### config.mk
export PLATFORM = sky130hd
export DESIGN_NAME = epaper_update_request_policy
export DESIGN_NICKNAME = d
export VERILOG_FILES = /design/src/hdl/eurp_pkg.sv /design/src/hdl/eurp_cfg_regs.sv /design/src/hdl/eurp_commit_ctrl.sv /design/src/hdl/eurp_rect_clamp.sv /design/src/hdl/epaper_update_request_policy.sv
export SDC_FILE = /design/constraint.sdc
export NUM_CORES = 1
export LEC_CHECK = 0
export BUFFER_PORTS_ARGS = -buffer_cell sky130_fd_sc_hd__buf_2
export CAP_MARGIN = 5
export CORE_ASPECT_RATIO = 1.25
export CORE_MARGIN = 8
export CORE_UTILIZATION = 55
export CTS_BUF_LIST = sky130_fd_sc_hd__clkbuf_4
export CTS_CLUSTER_SIZE = 25
export DETAILED_ROUTE_END_ITERATION = 8
export PLACE_DENSITY = 0.76
export SYNTH_ARGS = -nofsm -noshare
export SYNTH_HDL_FRONTEND = slang
export SYNTH_SLANG_ARGS = --single-unit
### constraint.sdc
create_clock -name aclk -period 6.73 [get_ports aclk]
set_input_delay 0 -clock aclk [delete_from_list [all_inputs] [get_ports aclk]]
set_output_delay 0 -clock aclk [all_outputs]
set_load 0.1 [all_outputs]
### src/hdl/eurp_pkg.sv
package eurp_pkg;

    localparam int DEF_PANEL_WIDTH  = 1648;
    localparam int DEF_PANEL_HEIGHT = 824;
    localparam int DEF_MAX_RECTS    = 8;

    localparam int TIME_W     = 32;
    localparam int COUNT_W    = 4;
    localparam int COORD_W    = 16;
    localparam int WAVE_W     = 4;
    localparam int MODE_W     = 2;
    localparam int MS_W       = 16;
    localparam int MARKER_W   = 32;
    localparam int FLAG_W     = 32;
    localparam int CFG_IDX_W  = 3;
    localparam int CFG_DATA_W = 32;

    // Input payload: 32 + 3 flags + 4 + 4 * 16 = 103 bits, padded to bytes.
    localparam int IN_BITS    = TIME_W + 3 + COUNT_W + 4 * COORD_W;
    localparam int IN_TDATA_W = ((IN_BITS + 7) / 8) * 8;

    // Update mode used when a periodic full flash is forced.
    localparam logic [MODE_W-1:0] MODE_FULL_FLASH = 2'd1;

    typedef enum logic [CFG_IDX_W-1:0] {
        CFG_ENABLE       = 3'd0,
        CFG_QUALITY_WF   = 3'd1,
        CFG_NORMAL_MODE  = 3'd2,
        CFG_FAST_WF      = 3'd3,
        CFG_MOTION_MS    = 3'd4,
        CFG_FULL_EVERY   = 3'd5,
        CFG_MIN_INTERVAL = 3'd6,
        CFG_FLAG_WORD    = 3'd7
    } cfg_idx_t;

    typedef struct packed {
        logic                    enable;
        logic [WAVE_W-1:0]       quality_waveform;
        logic [MODE_W-1:0]       normal_mode;
        logic [WAVE_W-1:0]       fast_waveform;
        logic [MS_W-1:0]         motion_window_ms;
        logic [MS_W-1:0]         full_every;
        logic [MS_W-1:0]         min_interval_ms;
        logic [FLAG_W-1:0]       driver_flag_word;
    } cfg_t;

    typedef struct packed {
        logic [TIME_W-1:0]        time_ms;
        logic                     test_only;
        logic                     frame_changed;
        logic                     full_request;
        logic [COUNT_W-1:0]       rect_count;
        logic signed [COORD_W-1:0] left;
        logic signed [COORD_W-1:0] top;
        logic signed [COORD_W-1:0] right;
        logic signed [COORD_W-1:0] bottom;
        logic                     last;
    } in_item_t;

    // Per-item decision handed from the commit tracker to the result stage.
    typedef struct packed {
        logic                  emit;
        logic                  full;
        logic                  last;
        logic [WAVE_W-1:0]     waveform;
        logic [MODE_W-1:0]     mode;
        logic [MARKER_W-1:0]   marker;
    } desc_info_t;

endpackage

### src/hdl/eurp_cfg_regs.sv
module eurp_cfg_regs import eurp_pkg::*; (
    input  logic                  aclk,
    input  logic                  aresetn,
    input  logic                  cfg_we,
    input  logic [CFG_IDX_W-1:0]  cfg_index,
    input  logic [CFG_DATA_W-1:0] cfg_data,
    output cfg_t                  cfg
);

    cfg_t cfg_reg;
    cfg_t cfg_next;

    always_comb begin
        cfg_next = cfg_reg;
        if (cfg_we) begin
            unique case (cfg_idx_t'(cfg_index))
                CFG_ENABLE:       cfg_next.enable             = cfg_data[0];
                CFG_QUALITY_WF:   cfg_next.quality_waveform   = cfg_data[WAVE_W-1:0];
                CFG_NORMAL_MODE:  cfg_next.normal_mode        = cfg_data[MODE_W-1:0];
                CFG_FAST_WF:      cfg_next.fast_waveform      = cfg_data[WAVE_W-1:0];
                CFG_MOTION_MS:    cfg_next.motion_window_ms   = cfg_data[MS_W-1:0];
                CFG_FULL_EVERY:   cfg_next.full_every         = cfg_data[MS_W-1:0];
                CFG_MIN_INTERVAL: cfg_next.min_interval_ms    = cfg_data[MS_W-1:0];
                CFG_FLAG_WORD:    cfg_next.driver_flag_word   = cfg_data[FLAG_W-1:0];
                default:          cfg_next = cfg_reg;
            endcase
        end
    end

    always_ff @(posedge aclk) begin
        if (!aresetn) begin
            cfg_reg.enable             <= 1'b1;
            cfg_reg.quality_waveform   <= 4'd2;
            cfg_reg.normal_mode        <= 2'd1;
            cfg_reg.fast_waveform      <= 4'd0;
            cfg_reg.motion_window_ms   <= 16'd250;
            cfg_reg.full_every         <= 16'd0;
            cfg_reg.min_interval_ms    <= 16'd0;
            cfg_reg.driver_flag_word   <= 32'h0002_1000;
        end else begin
            cfg_reg <= cfg_next;
        end
    end

    assign cfg = cfg_reg;

endmodule

### src/hdl/eurp_commit_ctrl.sv
module eurp_commit_ctrl import eurp_pkg::*; #(
    parameter int MAX_RECTS = DEF_MAX_RECTS,
    localparam int RW = $clog2(MAX_RECTS + 1)
) (
    input  logic          aclk,
    input  logic          aresetn,
    input  cfg_t          cfg,
    input  in_item_t      item,
    input  logic          advance,
    output desc_info_t    info,
    output logic [RW-1:0] rect_total
);

    localparam int CW = (RW > COUNT_W) ? RW : COUNT_W;
    localparam logic [RW-1:0] MAX_R = RW'(MAX_RECTS);

    logic [TIME_W-1:0]   last_time_reg, last_time_next;
    logic                have_reg, have_next;
    logic [MS_W-1:0]     usf_reg, usf_next;
    logic [MARKER_W-1:0] marker_reg, marker_next;
    logic                mid_reg, mid_next;
    logic                emits_reg, emits_next;
    logic                full_reg, full_next;
    logic [WAVE_W-1:0]   wf_reg, wf_next;
    logic [MODE_W-1:0]   mode_reg, mode_next;
    logic [RW-1:0]       total_reg, total_next;
    logic [RW-1:0]       index_reg, index_next;

    logic [TIME_W-1:0]   dt;
    logic                fire;
    logic                motion;
    logic [MS_W-1:0]     usf_inc;
    logic                flash_due;
    logic                start_full;
    logic [CW-1:0]       cnt_ext;
    logic [CW-1:0]       cnt_clamped;
    logic                cur_emits;
    logic                cur_full;
    logic [WAVE_W-1:0]   cur_wf;
    logic [MODE_W-1:0]   cur_mode;
    logic [RW-1:0]       cur_total;
    logic [RW-1:0]       cur_index;
    logic [MARKER_W-1:0] cur_marker;

    always_comb begin
        dt      = item.time_ms - last_time_reg;
        fire    = !item.test_only && cfg.enable && item.frame_changed
                  && !(cfg.min_interval_ms != '0 && have_reg
                       && dt < TIME_W'(cfg.min_interval_ms));
        motion  = cfg.fast_waveform != '0 && have_reg
                  && dt < TIME_W'(cfg.motion_window_ms);
        usf_inc = usf_reg + MS_W'(1);
        flash_due   = cfg.full_every != '0 && usf_inc >= cfg.full_every;
        start_full  = item.full_request || flash_due || item.rect_count == '0;
        cnt_ext     = CW'(item.rect_count);
        cnt_clamped = (cnt_ext > CW'(MAX_RECTS)) ? CW'(MAX_RECTS) : cnt_ext;

        // The first item of a commit decides; later items reuse the stored decision.
        if (!mid_reg) begin
            cur_emits  = fire;
            cur_full   = start_full;
            cur_wf     = (flash_due || !motion) ? cfg.quality_waveform : cfg.fast_waveform;
            cur_mode   = flash_due ? MODE_FULL_FLASH : cfg.normal_mode;
            cur_total  = !fire ? '0 : (start_full ? RW'(1) : cnt_clamped[RW-1:0]);
            cur_index  = '0;
            cur_marker = marker_reg + MARKER_W'(fire);
        end else begin
            cur_emits  = emits_reg;
            cur_full   = full_reg;
            cur_wf     = wf_reg;
            cur_mode   = mode_reg;
            cur_total  = total_reg;
            cur_index  = index_reg;
            cur_marker = marker_reg;
        end

        info.emit     = cur_emits && cur_index < cur_total;
        info.full     = cur_full;
        info.last     = ((RW+1)'(cur_index) + (RW+1)'(1)) == (RW+1)'(cur_total);
        info.waveform = cur_wf;
        info.mode     = cur_mode;
        info.marker   = cur_marker;
        rect_total    = cur_total;

        last_time_next = last_time_reg;
        have_next      = have_reg;
        usf_next       = usf_reg;
        marker_next    = marker_reg;
        mid_next       = mid_reg;
        emits_next     = emits_reg;
        full_next      = full_reg;
        wf_next        = wf_reg;
        mode_next      = mode_reg;
        total_next     = total_reg;
        index_next     = index_reg;

        if (advance) begin
            if (!mid_reg && fire) begin
                last_time_next = item.time_ms;
                have_next      = 1'b1;
                marker_next    = cur_marker;
                if (cfg.full_every != '0) begin
                    usf_next = flash_due ? '0 : usf_inc;
                end
            end
            emits_next = cur_emits;
            full_next  = cur_full;
            wf_next    = cur_wf;
            mode_next  = cur_mode;
            total_next = cur_total;
            mid_next   = !item.last;
            if (item.last) begin
                index_next = '0;
            end else if (cur_index != MAX_R) begin
                index_next = cur_index + RW'(1);
            end else begin
                index_next = cur_index;
            end
        end
    end

    always_ff @(posedge aclk) begin
        if (!aresetn) begin
            last_time_reg <= '0;
            have_reg      <= 1'b0;
            usf_reg       <= '0;
            marker_reg    <= '0;
            mid_reg       <= 1'b0;
            emits_reg     <= 1'b0;
            full_reg      <= 1'b0;
            wf_reg        <= '0;
            mode_reg      <= '0;
            total_reg     <= '0;
            index_reg     <= '0;
        end else begin
            last_time_reg <= last_time_next;
            have_reg      <= have_next;
            usf_reg       <= usf_next;
            marker_reg    <= marker_next;
            mid_reg       <= mid_next;
            emits_reg     <= emits_next;
            full_reg      <= full_next;
            wf_reg        <= wf_next;
            mode_reg      <= mode_next;
            total_reg     <= total_next;
            index_reg     <= index_next;
        end
    end

endmodule

### src/hdl/eurp_rect_clamp.sv
module eurp_rect_clamp import eurp_pkg::*; #(
    parameter int PANEL_WIDTH  = DEF_PANEL_WIDTH,
    parameter int PANEL_HEIGHT = DEF_PANEL_HEIGHT,
    localparam int XW = $clog2(PANEL_WIDTH + 1),
    localparam int YW = $clog2(PANEL_HEIGHT + 1)
) (
    input  logic                      full,
    input  logic signed [COORD_W-1:0] in_left,
    input  logic signed [COORD_W-1:0] in_top,
    input  logic signed [COORD_W-1:0] in_right,
    input  logic signed [COORD_W-1:0] in_bottom,
    output logic [XW-1:0]             out_left,
    output logic [YW-1:0]             out_top,
    output logic [XW-1:0]             out_right,
    output logic [YW-1:0]             out_bottom
);

    localparam logic signed [COORD_W-1:0] PW_S = COORD_W'(PANEL_WIDTH);
    localparam logic signed [COORD_W-1:0] PH_S = COORD_W'(PANEL_HEIGHT);

    logic signed [COORD_W-1:0] l, t, r, b;

    always_comb begin
        l = (in_left   < 0)    ? '0   : in_left;
        t = (in_top    < 0)    ? '0   : in_top;
        r = (in_right  > PW_S) ? PW_S : in_right;
        b = (in_bottom > PH_S) ? PH_S : in_bottom;

        // A degenerate rectangle or a full commit covers the whole panel.
        if (full || r <= l || b <= t) begin
            out_left   = '0;
            out_top    = '0;
            out_right  = XW'(PANEL_WIDTH);
            out_bottom = YW'(PANEL_HEIGHT);
        end else begin
            out_left   = l[XW-1:0];
            out_top    = t[YW-1:0];
            out_right  = r[XW-1:0];
            out_bottom = b[YW-1:0];
        end
    end

endmodule

### src/hdl/epaper_update_request_policy.sv
// Path: an accepted request passes through the input register, then the result register.
// Throughput: one request per cycle unless the result port stalls;
// the commit tracker decides each item in one pass.
// A stalled result holds in the result register while one more request waits upstream.
// Reset (aresetn low at a clock edge) empties both registers, clears the commit
// tracker and loads the register defaults.
module epaper_update_request_policy import eurp_pkg::*; #(
    parameter int PANEL_WIDTH  = DEF_PANEL_WIDTH,
    parameter int PANEL_HEIGHT = DEF_PANEL_HEIGHT,
    parameter int MAX_RECTS    = DEF_MAX_RECTS,
    localparam int XW = $clog2(PANEL_WIDTH + 1),
    localparam int YW = $clog2(PANEL_HEIGHT + 1),
    localparam int RW = $clog2(MAX_RECTS + 1),
    localparam int M_BITS = 1 + 2 * XW + 2 * YW + WAVE_W + MODE_W + MARKER_W + FLAG_W + RW,
    localparam int M_TDATA_W = ((M_BITS + 7) / 8) * 8
) (
    input  logic                  aclk,
    input  logic                  aresetn,
    input  logic                  s_axis_tvalid,
    output logic                  s_axis_tready,
    // time_ms, test_only, frame_changed, full_request, rect_count,
    // in_left, in_top, in_right, in_bottom (lowest bits first), zero pad
    input  logic [IN_TDATA_W-1:0] s_axis_tdata,
    input  logic                  s_axis_tlast,
    output logic                  m_axis_tvalid,
    input  logic                  m_axis_tready,
    // emit, out_left, out_top, out_right, out_bottom, waveform, mode,
    // marker, flag_word, rect_total (lowest bits first), zero pad
    output logic [M_TDATA_W-1:0]  m_axis_tdata,
    output logic                  m_axis_tlast,
    input  logic                  cfg_we,
    input  logic [CFG_IDX_W-1:0]  cfg_index,
    input  logic [CFG_DATA_W-1:0] cfg_data
);

    cfg_t       cfg;
    in_item_t   in_item_reg, in_item_next;
    logic       in_valid_reg, in_valid_next;
    logic       m_valid_reg, m_valid_next;
    logic [M_TDATA_W-1:0] m_data_reg, m_data_next;
    logic       m_last_reg, m_last_next;
    logic       s_accept;
    logic       advance;
    desc_info_t info;
    logic [RW-1:0] rect_total;
    logic [XW-1:0] rc_left, rc_right;
    logic [YW-1:0] rc_top, rc_bottom;

    eurp_cfg_regs u_cfg (
        .aclk      (aclk),
        .aresetn   (aresetn),
        .cfg_we    (cfg_we),
        .cfg_index (cfg_index),
        .cfg_data  (cfg_data),
        .cfg       (cfg)
    );

    eurp_commit_ctrl #(
        .MAX_RECTS (MAX_RECTS)
    ) u_commit (
        .aclk       (aclk),
        .aresetn    (aresetn),
        .cfg        (cfg),
        .item       (in_item_reg),
        .advance    (advance),
        .info       (info),
        .rect_total (rect_total)
    );

    eurp_rect_clamp #(
        .PANEL_WIDTH  (PANEL_WIDTH),
        .PANEL_HEIGHT (PANEL_HEIGHT)
    ) u_clamp (
        .full       (info.full),
        .in_left    (in_item_reg.left),
        .in_top     (in_item_reg.top),
        .in_right   (in_item_reg.right),
        .in_bottom  (in_item_reg.bottom),
        .out_left   (rc_left),
        .out_top    (rc_top),
        .out_right  (rc_right),
        .out_bottom (rc_bottom)
    );

    // The held request moves on whenever the result register is free or being drained.
    assign advance       = in_valid_reg && (!m_valid_reg || m_axis_tready);
    assign s_axis_tready = !in_valid_reg || advance;
    assign s_accept      = s_axis_tvalid && s_axis_tready;

    always_comb begin
        in_item_next = in_item_reg;
        if (s_accept) begin
            in_item_next.time_ms       = s_axis_tdata[31:0];
            in_item_next.test_only     = s_axis_tdata[32];
            in_item_next.frame_changed = s_axis_tdata[33];
            in_item_next.full_request  = s_axis_tdata[34];
            in_item_next.rect_count    = s_axis_tdata[38:35];
            in_item_next.left          = s_axis_tdata[54:39];
            in_item_next.top           = s_axis_tdata[70:55];
            in_item_next.right         = s_axis_tdata[86:71];
            in_item_next.bottom        = s_axis_tdata[102:87];
            in_item_next.last          = s_axis_tlast;
        end

        if (s_accept) begin
            in_valid_next = 1'b1;
        end else if (advance) begin
            in_valid_next = 1'b0;
        end else begin
            in_valid_next = in_valid_reg;
        end

        if (advance) begin
            m_valid_next = 1'b1;
        end else if (m_axis_tready) begin
            m_valid_next = 1'b0;
        end else begin
            m_valid_next = m_valid_reg;
        end

        m_data_next = m_data_reg;
        m_last_next = m_last_reg;
        if (advance) begin
            // A result that carries no descriptor is all zeros.
            if (info.emit) begin
                m_data_next = M_TDATA_W'({rect_total, cfg.driver_flag_word, info.marker,
                                          info.mode, info.waveform, rc_bottom, rc_right,
                                          rc_top, rc_left, 1'b1});
                m_last_next = info.last;
            end else begin
                m_data_next = '0;
                m_last_next = 1'b0;
            end
        end
    end

    always_ff @(posedge aclk) begin
        if (!aresetn) begin
            in_valid_reg <= 1'b0;
            m_valid_reg  <= 1'b0;
        end else begin
            in_valid_reg <= in_valid_next;
            m_valid_reg  <= m_valid_next;
        end
    end

    always_ff @(posedge aclk) begin
        in_item_reg <= in_item_next;
        m_data_reg  <= m_data_next;
        m_last_reg  <= m_last_next;
    end

    assign m_axis_tvalid = m_valid_reg;
    assign m_axis_tdata  = m_data_reg;
    assign m_axis_tlast  = m_last_reg;

endmodule

### After elaboration in Yosys (flattened, before gate mapping)

Index checks and enable logic that the tools add are counted.

| operators by class | value |
|---|---|
| $add $sub $neg | 5 |
| order comparisons | 11 |
| equality and inequality tests | 9 |
| multiplexer cells | 26 |
| bitwise gates (word level) | 1 |
| reduce and logical (&&, ||, !) cells | 44 |

Operator list:

| operator | number |
|---|---|
| two-way mux 16 bit | 5 |
| < comparator 32 x 16 -> 1 bit | 2 |
| two-way mux 4 bit | 9 |
| adder 32 x 1 -> 32 bit | 1 |
| <= comparator 16 bit | 2 |
| < comparator 16 x 1 -> 1 bit (second input constant) | 2 |
| two-way mux 32 bit | 1 |
| nonzero test 16 bit | 2 |
| subtractor 32 bit | 1 |
| AND reduction 2 bit | 9 |
| adder 16 x 1 -> 16 bit (second input constant) | 1 |
| >= comparator 16 bit | 1 |
| > comparator 16 x 11 -> 1 bit (second input constant) | 1 |
| > comparator 16 x 12 -> 1 bit (second input constant) | 1 |
| == test 3 bit (second input constant) | 4 |
| logical AND 1 bit | 12 |
| two-way mux 11 bit | 1 |
| two-way mux 10 bit | 1 |
| logical NOT 1 bit | 7 |
| logical OR 1 bit | 7 |
| two-way mux 1 bit | 7 |
| == test 3 x 2 -> 1 bit (second input constant) | 2 |
| adder 4 x 1 -> 5 bit (second input constant) | 1 |
| == test 5 x 4 -> 1 bit | 1 |
| 13 further kinds | 15 |

| word-level totals | value |
|---|---|
| bits in registers | 416 |

### Logic depth before layout (Yosys ltp)

| depth | value |
|---|---|
| depth after elaboration | 12 |
| mapped depth | 33 |

### Hierarchy

From an unflattened synthesis, not the netlist that was laid out.

| second synthesis, totals | value |
|---|---|
| cells, all modules | 2,119 |
| area, all modules | 21,685.8 µm² |

Modules (own cells, without submodules):

| module | times used | cells an instance | area each (µm²) |
|---|---|---|---|
| eurp_commit_ctrl | 1 | 1,187 | 8,858.5 |
| epaper_update_request_policy | 1 | 364 | 7,593.5 |
| eurp_cfg_regs | 1 | 350 | 3,575.9 |
| eurp_rect_clamp | 1 | 218 | 1,657.8 |

### Least setup slack after synthesis

Ideal clock, no wire load.

| timing path | value |
|---|---|
| path kind | reg2reg |
| start | reg in_item_reg[72] (netlist name) |
| end | reg u_commit.marker_reg[28] |
| library setup time | 0.128 ns |
| arrival time | 5.634 ns |
| path slack | 0.969 ns |
| cell stages (with the launch flop) | 31 |
| cell sequence | edfxtp_1 inv_1 ha_1 fa_1 nand2b_1 a21oi_1 nor2_1 nor2_1 nor2_1 xnor2_1 ha_1 nand4_1 a2111o_1 a31oi_1 nor3_1 nand4_1 o21bai_4 inv_2 buf_2 ha_1 ha_1 nand4_1 nor4_4 nand3_1 or2_2 nor2_2 nand3_1 or2_1 nor4_1 xnor2_1 nor2_1 |

| on the way | value |
|---|---|
| longest elaborated chain between the ends | 7 |
| elaborated cells between the ends (all ways) | 9 |
| classes of those cells | add/sub: 2; order compare: 1; mux: 1; reduce/logical: 5 |

RTL lines:

| element | RTL line | source |
|---|---|---|
| start: declaration | epaper_update_request_policy.sv:37 | `in_item_t in_item_reg, in_item_next;` |
| start signal: assignment | epaper_update_request_policy.sv:148 | `in_item_reg <= in_item_next;` |
| subtractor 32 bit (*) | eurp_commit_ctrl.sv:46 | `dt = item.time_ms - last_time_reg;` |
| < comparator 32 x 16 -> 1 bit (*) | eurp_commit_ctrl.sv:49 | `&& dt < TIME_W'(cfg.min_interval_ms));` |
| logical AND 1 bit (*) | eurp_commit_ctrl.sv:49 |  |
| logical NOT 1 bit (*) | eurp_commit_ctrl.sv:48 | `&& !(cfg.min_interval_ms != '0 && have_reg` |
| logical AND 1 bit (*) | eurp_commit_ctrl.sv:48 |  |
| adder 32 x 1 -> 32 bit or logical AND 1 bit (tied branches) | eurp_commit_ctrl.sv:66, eurp_commit_ctrl.sv:98 |  |
| two-way mux 32 bit or AND reduction 2 bit (tied branches) | -- |  |
| end signal: assignment | eurp_commit_ctrl.sv:139 | `marker_reg <= marker_next;` |
| end: declaration | eurp_commit_ctrl.sv:20 | `logic [MARKER_W-1:0] marker_reg, marker_next;` |

Every way passes the cells marked *; elsewhere a longest branch is shown, timed or not.
A chain may end at the register's enable or synchronous reset.

### Worst setup path in the final report

Ends and elaborated chain as after synthesis.

==> metrics.csv <==
metric,value,unit
status,"complete, no violations",
ratio of cells with drive above 1 in the final layout,17.6,%
Final Hold Violating Endpoints,0,
pre-CTS setup slack,277,ps
max-slew violation count,0,
worst min-delay path endpoint,u_cfg.cfg[54],
metal2 WL,32200,µm
area delta synth->final,30.3,%
RSZ-0062 raised after global routing,false,
max reg flops,117,
Reg-to-Reg End,u_commit.marker_reg[28],
fin crit share,94.0,%
gr usage total,28.3,%
gpl congestion,0.916,
I/O Buffers,263,
pin count of the biggest net entering global routing,95,
final net count,2923,
reg2reg start,in_item_reg[72],
"critical path fanouts, max",5,
H-tree depth,3,
Leak,10.2,nW
Post-DRT Antenna Nets,0,
Fmax,0.158,GHz
Post-route DRC,0,
max cap viols,0,
"flops & latches, synth",413,
WP data required,7400,ps
Clock Path Buffers,3,
min-delay src,cfg_data[6],
"count leader, synth",nand2_1,
DR top layer,met4,
row cnt,78,
top post-synthesis cells by area,"edfxtp_1, dfxtp_1, ha_1, a21oi_1, nand2_1",
leading area contributor after synthesis,edfxtp_1,
max_slew headroom,30.0,%
TNS Setup,0,ps
Startpoint Class,flop,
full die area,0.0432,mm²
Yosys top cell area share,33.0,%
Finished Core Util,72.6,%
skew final,83.5,ps
CTS buffer count,98,
Syn Std Cell Area,0.0202,mm²
core area,0.0363,mm²
number of synthesized flops with an enable pin,222,
vias,18300,
post-synth cell types,75,
type of the worst setup path,flop to flop,
WL per Instance,19.6,µm
M1 WL,22700,µm
initial antenna violation count,5,
metal3 WL,4500,µm
DP Wirelength,37500,µm
top cells by instance count after synthesis,"nand2_1, edfxtp_1, a21oi_1",
crit-path max cell delay,420,ps
DR vias/cell,5.68,
CP Data Arrival Time,7000,ps
fillers,2483,
die width,188,µm
multi-input logic area,0.00890,mm²
fin worst setup slack,402,ps
initial DRC count,1411,
"setup slack, reg-to-reg",400,ps
Pre-antenna DRT Iters,6,
crit path max-delay cell type,fa_1,
TritonCTS clock tree,yes,
clock root cell,clkbuf_4,
Avg Inst Size Synth,9.82,µm²
Worst-path clk slew,80,ps
die outline height,230,µm
clk_lat worst skew,850,ps
Worst VDD drop,172,µV
Worst-Margin Slew,1050,ps
PwrDens,225,mW/mm²
register area,0.0105,mm²
Final min period,6330,ps
Synthesis Warnings,0,
Hold Crit Depth,4,
Clock Sinks,413,
top_reg_cell synth,edfxtp_1,
# setup viols final,0,
first-pass GRT wire length,98300,µm
worst hold path class,input pin to flop,
Initial Utilization,55.7,%
Overflow after GRT,0,
Syn Inst Count,2060,
num ports,268,
drt total wl,63500,µm
CP Capture Type,flop,
Synth async-reset ratio,0,%
sequential area share after synthesis,51.9,%
vias in the first global route,18800,
R2R depth,29,
## critical path, delay by kind of cell, from the launching register on
kind	cells	cell delay [ps]
compound gates	4	980
xor+xnor	2	340
simple gates	16	3100
flops	1	350
fa+ha+maj	5	1320
buf+inv	2	140
## cell usage in the layout, fill, tap and decap left out, types with 31 or more instances in the layout
cell	instances
a21oi_1	216
and2_1	45
buf_2	263
clkbuf_4	143
dfxtp_1	191
dlygate4sd3_1	320
edfxtp_1	222
ha_1	116
inv_1	97
nand2_1	231
nand2b_1	48
nand3_1	45
nand4_1	31
nor2_1	206
nor3_1	40
o21a_1	36
o21ai_0	56
xnor2_1	54
xor2_1	42
## area by class of cell
class                   count  share of cell area [%]
well taps                 480                    2.28
diodes                      6                  0.0570
inverters                 101                    1.46
multi-input cells        1444                    33.8
clock inverters            42                   0.821
flip-flops and latches    413                    39.8
repair buffers            603                    17.7
clock buffers             143                    4.07
## power breakdown
part,switching [W],internal [W]
clock network,0.00108,0.00103
logic,0.000681,0.000350
registers,0.0000505,0.00275
## logic make-up (layout without fill, tap and decap cells)
| group | count (synthesis) | count (layout) | synth area share (%) |
|---|---|---|---|
| DFF | 413 | 413 | 51.9 |
| xor gates and xnor gates | 96 | 96 | 4.16 |
| other | 1 | 9 | 0.0185 |
| adders and majority gates | 117 | 117 | 7.28 |
| AOI/OAI and AO/OA | 437 | 437 | 13.3 |
| buffers and inverters | 205 | 889 | 4.27 |
| muxes | 16 | 16 | 0.792 |
| and+or+nand+nor | 775 | 775 | 18.3 |
## metrics by stage
step	area (µm²)	hold slack, ps	instances	total power [W]
after CTS	26300	2.25	3226	0.00587
after detailed placement	21800	178	2721	0.00370
after global routing	26400	39.3	3231	0.00616
after global placement	21800	177	2721	0.00368
final	26400	78.8	3232	0.00594
after floorplan	20200	98.9	2062	0.00347
## worst max path at each step
stage                              end  cells after the start            start  slack [ps]
2_1_floorplan  u_commit.marker_reg[28]                     30  in_item_reg[72]         970
3_3_place_gp   u_commit.marker_reg[30]                     29  in_item_reg[72]         500
3_5_place_dp   u_commit.marker_reg[28]                     29  in_item_reg[72]         280
4_1_cts        u_commit.marker_reg[28]                     29  in_item_reg[72]         310
5_1_grt                   m_axis_tlast                     27  in_item_reg[74]          50
6_report       u_commit.marker_reg[28]                     29  in_item_reg[72]         400
## timing repair
item / in CTS / in global routing
resized for setup: 0 / 3
setup buffers: 0 / 0
endpoints found under the hold margin: 234 / 0
endpoints found under the setup margin: 0 / 66
hold buffers: 320 / 0
## per-layer routing
| metal | up-vias | track usage, % |
|---|---|---|
| met5 | - | 0 |
| met4 | 0 | 20.7 |
| met3 | 261 | 6.02 |
| met2 | 949 | 50.1 |
| met1 | 8639 | 29.6 |
| li1 | 8499 | - |
Power figures use the tool's default switching activity.
